===== src/design/fqrrb_pkg.sv =====
package fqrrb_pkg;

  // Default sizes of the queue storage.
  localparam int QUEUE_DEPTH_DEF = 128;
  localparam int LANES_DEF       = 4;

  // Fixed field widths.
  localparam int KIND_W  = 1;
  localparam int LANE_W  = 2;
  localparam int TAG_W   = 16;
  localparam int HOLD_W  = 4;
  localparam int ENTRY_W = TAG_W + HOLD_W;
  localparam int BURST_W = 8;
  localparam int CFG_W   = 8;
  localparam int CFG_IDX_W = 1;

  // Item kinds.
  localparam logic [KIND_W-1:0] KIND_ENQUEUE = 1'b0;
  localparam logic [KIND_W-1:0] KIND_SERVE   = 1'b1;

  // Configuration register indexes.
  localparam logic [CFG_IDX_W-1:0] REG_BURST_LIMIT = 1'b0;
  localparam logic [CFG_IDX_W-1:0] REG_START_LANE  = 1'b1;

  // Reset value of the burst limit register.
  localparam logic [BURST_W-1:0] BURST_LIMIT_RST = 8'd1;

  // Commands from the controller to the datapath.
  typedef struct packed {
    logic capture;  // latch the input beat
    logic exec;     // update queues and issue the store access
    logic fill;     // load the output register
  } ctrl_cmd_t;

endpackage


===== src/design/fqrrb_ctrl.sv =====
module fqrrb_ctrl (
  input  logic                 clk,
  input  logic                 rst,
  input  logic                 in_valid,
  output logic                 in_stall,
  output logic                 out_valid,
  input  logic                 out_stall,
  output fqrrb_pkg::ctrl_cmd_t cmd
);

  typedef enum logic [2:0] {
    ST_IDLE = 3'b001,
    ST_EXEC = 3'b010,
    ST_FILL = 3'b100
  } state_t;

  state_t state;
  state_t state_next;
  logic   out_valid_next;
  logic   out_free;
  logic   accept;

  // The output register can take a new beat when it is empty or being drained.
  assign out_free = !out_valid || !out_stall;

  // A new item is taken while idle, or in the cycle that loads the previous result.
  // Nothing is taken while reset is held.
  assign in_stall = rst || !((state == ST_IDLE) || ((state == ST_FILL) && out_free));
  assign accept   = in_valid && !in_stall;

  assign cmd.capture = accept;
  assign cmd.exec    = (state == ST_EXEC);
  assign cmd.fill    = (state == ST_FILL) && out_free;

  // Next state.
  always_comb begin
    state_next = state;
    case (state)
      ST_IDLE: begin
        if (accept) begin
          state_next = ST_EXEC;
        end
      end
      ST_EXEC: begin
        state_next = ST_FILL;
      end
      ST_FILL: begin
        if (out_free) begin
          state_next = accept ? ST_EXEC : ST_IDLE;
        end
      end
      default: begin
        state_next = ST_IDLE;
      end
    endcase
  end

  // Output valid: set when a result is loaded, cleared when the beat is taken.
  always_comb begin
    out_valid_next = out_valid;
    if (cmd.fill) begin
      out_valid_next = 1'b1;
    end else if (out_valid && !out_stall) begin
      out_valid_next = 1'b0;
    end
  end

  always_ff @(posedge clk) begin
    if (rst) begin
      state     <= ST_IDLE;
      out_valid <= 1'b0;
    end else begin
      state     <= state_next;
      out_valid <= out_valid_next;
    end
  end

endmodule


===== config.mk =====
export PLATFORM = sky130hd
export DESIGN_NAME = fqrrb_ctrl
export DESIGN_NICKNAME = d
export VERILOG_FILES = /design/src/design/fqrrb_pkg.sv /design/src/design/fqrrb_ctrl.sv
export SDC_FILE = /design/constraint.sdc
export NUM_CORES = 1
export LEC_CHECK = 0
export ABC_AREA = 0
export BUFFER_PORTS_ARGS = -buffer_cell sky130_fd_sc_hd__buf_2
export CORE_AREA = 2 2 39 41
export DETAILED_ROUTE_END_ITERATION = 10
export DIE_AREA = 0 0 41 43
export PLACE_DENSITY = 0.46
export SYNTH_ARGS = -nofsm -noshare
export SYNTH_HDL_FRONTEND = slang
export SYNTH_SLANG_ARGS = --single-unit
export TNS_END_PERCENT = 5

===== constraint.sdc =====
create_clock -name clk -period 1.4 [get_ports clk]
set_input_delay 0.28 -clock clk [delete_from_list [all_inputs] [get_ports clk]]
set_output_delay 0.28 -clock clk [all_outputs]
set_load 0.02 [all_outputs]

# Word-level counts from Yosys, hierarchy flattened
# Cells that the tools add are included.
[totals] ff_bits=4 word_cells=25 out_inout_bits=5
[classes] mux=6 eq_ne=5 n_reduce_logical=12
[op_table] cell="$pmux W3 S3" n=1
[op_table] cell="$mux W3" n=2
[op_table] cell="$logic_not A1 Y1" n=4
[op_table] cell="$ne A2 B2 Y1 const B" n=2
[op_table] cell="$eq A3 B1 Y1 const B" n=1
[op_table] cell="$eq A3 B2 Y1 const B" n=1
[op_table] cell="$eq A3 B3 Y1 const B" n=1
[op_table] cell="$logic_and A1 B1 Y1" n=3
[op_table] cell="$logic_or A1 B1 Y1" n=3
[op_table] cell="$mux W1" n=2
[op_table] cell="$mux W2" n=1
[op_table] cell="$reduce_and A2 Y1" n=1
[op_table] cell="$reduce_bool A2 Y1" n=1

# Depth between registers and ports, before layout
[logic_depth] word_depth=11 mapped_depth=4 ltp_nobuf=3

# Worst setup path after synthesis
# Ideal clock, no wire load.
[synth_path] path_type="register to output" startpoint="reg out_valid" endpoint="out cmd[2] (netlist name)" t_required_ns=1.120 arrival_ns=1.048 stages_incl_launch_ff=5 slack_ns=0.072 path_cell_list="dfxtp_1 > a21oi_1 > mux2i_1 > nor4b_1 > buf_4"
[synth_between] elab_chain_cells=8
[synth_lines] item="from (decl)" line="fqrrb_ctrl.sv:6" source="output logic out_valid,"
[synth_lines] item="from (signal assigned)" line="fqrrb_ctrl.sv:74" source="out_valid <= out_valid_next;"
[synth_lines] item="$logic_not A1 Y1" line="fqrrb_ctrl.sv:24" source="assign out_free = !out_valid || !out_stall;"
[synth_lines] item="$logic_or A1 B1 Y1" line="fqrrb_ctrl.sv:24"
[synth_lines] item="$logic_and A1 B1 Y1" line="fqrrb_ctrl.sv:28" source="assign in_stall = rst || !((state == ST_IDLE) || ((state == ST_FILL) && out_free));"
[synth_lines] item="$logic_or A1 B1 Y1" line="fqrrb_ctrl.sv:28"
[synth_lines] item="$logic_not A1 Y1" line="fqrrb_ctrl.sv:28"
[synth_lines] item="$logic_or A1 B1 Y1" line="fqrrb_ctrl.sv:28"
[synth_lines] item="$logic_not A1 Y1" line="fqrrb_ctrl.sv:29" source="assign accept = in_valid && !in_stall;"
[synth_lines] item="$logic_and A1 B1 Y1" line="fqrrb_ctrl.sv:29"
[synth_lines] item="to (decl)" line="fqrrb_ctrl.sv:8" source="output fqrrb_pkg::ctrl_cmd_t cmd"
# Every way passes these cells.

==> results.py <==
metrics = {
    "timing": {
        "period_minus_slack_ns": 1.55,
        "setup_viol": 4,
        "clock.fmax_ghz": 0.644,
        "min_period_over_period_pct": 111,
        "report.final.hold_viol_count": 0,
        "tns_ns": -0.466,
        "tightestPinTransition_ns": 0.235,
        "rsz0062_at_grt": "true",
        "maxSlewHeadroom_pct": 84.1,
        "final_max_slew_viol_count": 0,
        "clock_skew_ns": 0.00550,
        "setup_ws_ns": -0.153,
        "hold_ws_ns": 0.296,
    },
    "critical_path": {
        "critPathArrivalTime_ns": 1.27,
        "path_class": "register to primary output",
        "path_max_fanout": 4,
        "slowest_delay_ns": 0.42,
        "cp_slowest_cell": "or3b_1",
        "cp.buffers_inverters": 1,
        "crit_path_start_kind": "register",
        "cp-end-kind": "primary output",
        "cp_top_family": "simple AND/OR/NAND/NOR gates",
        "cp_cell_sequence": "or3b_1, a21oi_2, buf_4",
        "crit_required_ns": 1.12,
    },
    "status": {
        "violations": "negative setup slack",
        "status": "finished, violations left",
    },
    "global_route": {
        "grt_max_degree": 8,
        "antenna_found_initial": 0,
        "grt.total_usage_pct": 9.33,
        "grt_overflow": 0,
        "grt_pass1_wl_um": 1070,
        "grt_pass1_vias": 238,
    },
    "floorplan": {
        "die-area_um2": 1760,
        "coreArea_um2": 1380,
        "ios": 9,
        "fp.dieW_um": 41,
        "initial_utilization_pct": 15.7,
        "fp-row-count": 14,
        "die_h_um": 43,
    },
    "power_and_ir_drop": {
        "peakVddDrop_mv": 0.382,
        "power_density_nw_per_um2": 827,
        "leakage_nw": 0.178,
        "finalPower_mw": 0.345,
    },
    "finish": {
        "seqCellArea_um2": 88.8,
        "areaGrowthSynthToFinish_pct": 91.4,
        "multiInputGateArea_um2": 159,
        "antenna_cells": 0,
        "final_layout_size_suffix_gt1_share_pct": 73.8,
        "num-nets-final": 48,
        "final_cells": 58,
        "nFillCells": 154,
    },
    "clocking": {
        "cts_root_buffer": "clkbuf_4",
        "cts_tree": "yes",
        "cts_inserted_buffers": 3,
        "cts-hold-fix-buffers": 0,
        "cts.sinks": 4,
        "clkSlewWorstSetupHoldPaths_ns": 0.04,
        "cts_buffer_depth": 2,
        "htreeDepth": 1,
        "clk_latency_ns": 0.23,
    },
    "logic_synthesis": {
        "syn_inst": 24,
        "yosysTopAreaCell": "dfxtp_1",
        "syn_avg_cell_area_um2": 9.07,
        "synth_cell_types": 15,
        "seq_area_frac_synth_pct": 36.8,
        "yosys_warnings": 0,
        "syn_area_um2": 218,
        "synthTopCellsByArea": "dfxtp_1, a21oi_1, nor4b_1",
        "netlist.area_leader.share_pct": 36.8,
        "ys_ff_latch": 4,
        "syn_nets": 28,
    },
    "place": {
        "dpl.hpwl_um": 378,
        "gp_congestion": 0.778,
        "port_buffers": 8,
        "dpl.cell_count": 50,
        "pre_cts_slack_ns": -0.0192,
    },
    "routing": {
        "initialDrtViolationCount": 1,
        "wl_per_cell_um": 10.4,
        "drc_errors": 0,
        "wirelength_um": 606,
        "firstDrtPassIters": 4,
        "viasPerCell": 4.43,
        "final_antenna_net_count": 0,
        "vias": 257,
    },
    "worst_hold_path": {
        "hold_path_class": "input port to register",
    },
    "run": {
        "drv_cap": 0,
    },
}
-- flip-flops by register name, summed over array words and instances (netlist names) --
name       flops
out_valid      1
state          3
-- where the power goes --
group          leakage [nW]  internal, mW  switching (mW)
clock                0.0138        0.0955          0.0425
sequential           0.0339         0.119         0.00732
combinational         0.130        0.0473          0.0333
total                 0.178         0.262          0.0831
-- cells in the final DEF (no fill, tap or decap), types with 2 or more instances in the layout --
| cell | n |
|---|---|
| a21oi_1 | 2 |
| buf_2 | 5 |
| buf_4 | 10 |
| buf_6 | 2 |
| clkbuf_4 | 3 |
| dfxtp_4 | 2 |
-- metrics by stage --
step / utilization (%) / instance area, um^2
global placement: 21.2 / 293
finish: 30.1 / 417
CTS: 28.5 / 394
floorplan: - / 218
global route: 30.1 / 417
detailed placement: 21.2 / 293
-- final cells by class --
type,count,share of cell area (%)
Tap cell,16,4.80
Clock buffer,3,5.41
Timing Repair Buffer,17,29.4
Sequential cell,4,21.3
Inverter,1,0.901
Multi-Input combinational cell,17,38.1
-- metal layers --
layer  up-vias  global-route usage (%)  wire, um
met3         0                    7.85        58
met5         -                       0         0
met4         0                    2.00         0
met2        11                    10.3       277
li1        129                       -         -
met1       117                    13.5       269
-- logic make-up (layout without fill, tap and decap cells) --
family                 after synthesis  in the layout  synth area share, %
AO/OA/AOI/OAI                        6              6                 16.1
buffers and inverters                3             21                 8.62
flip-flops                           4              4                 36.8
multiplexers                         1              1                 4.60
AND/OR/NAND/NOR                     10             10                 33.9
-- Yosys cell counts --
cell type	instances
or3b_1	1
nand2_1	1
nand4b_1	1
or2b_2	1
o31ai_1	1
or3_1	1
nor4b_1	2
dfxtp_1	4
inv_1	1
nor2_1	2
a21oi_1	4
buf_4	2
a211oi_1	1
and4bb_2	1
mux2i_1	1
-- worst paths after layout --
| kind | from | end | slack [ns] | cells after the start |
|---|---|---|---|---|
| max | state[0] | cmd[0] | -0.15 | 3 |
| min | rst | out_valid | 0.30 | 2 |
| max reg2reg | state[0] | state[1] | -0.06 | 8 |
| min reg2reg | state[1] | state[1] | 0.45 | 1 |
-- timing repair --
action | 4_1_cts | 5_1_grt
endpoints found under the hold margin | 0 | 0
pin swaps | 1 | 0
setup buffers | 5 | 0
gates resized for setup | 14 | 5
endpoints found under the setup margin | 4 | 5
-- worst reg2reg max path, stage by stage, from the launching register on --
cell and delay (ns):
dfxtp_4 0.35, a21oi_4 0.11, mux2i_2 0.10, buf_4 0.14, buf_4 0.12, buf_4 0.12, buf_4 0.12, buf_4 0.12
nor4b_2 0.18
No activity file was read; power rests on OpenSTA's default activity.
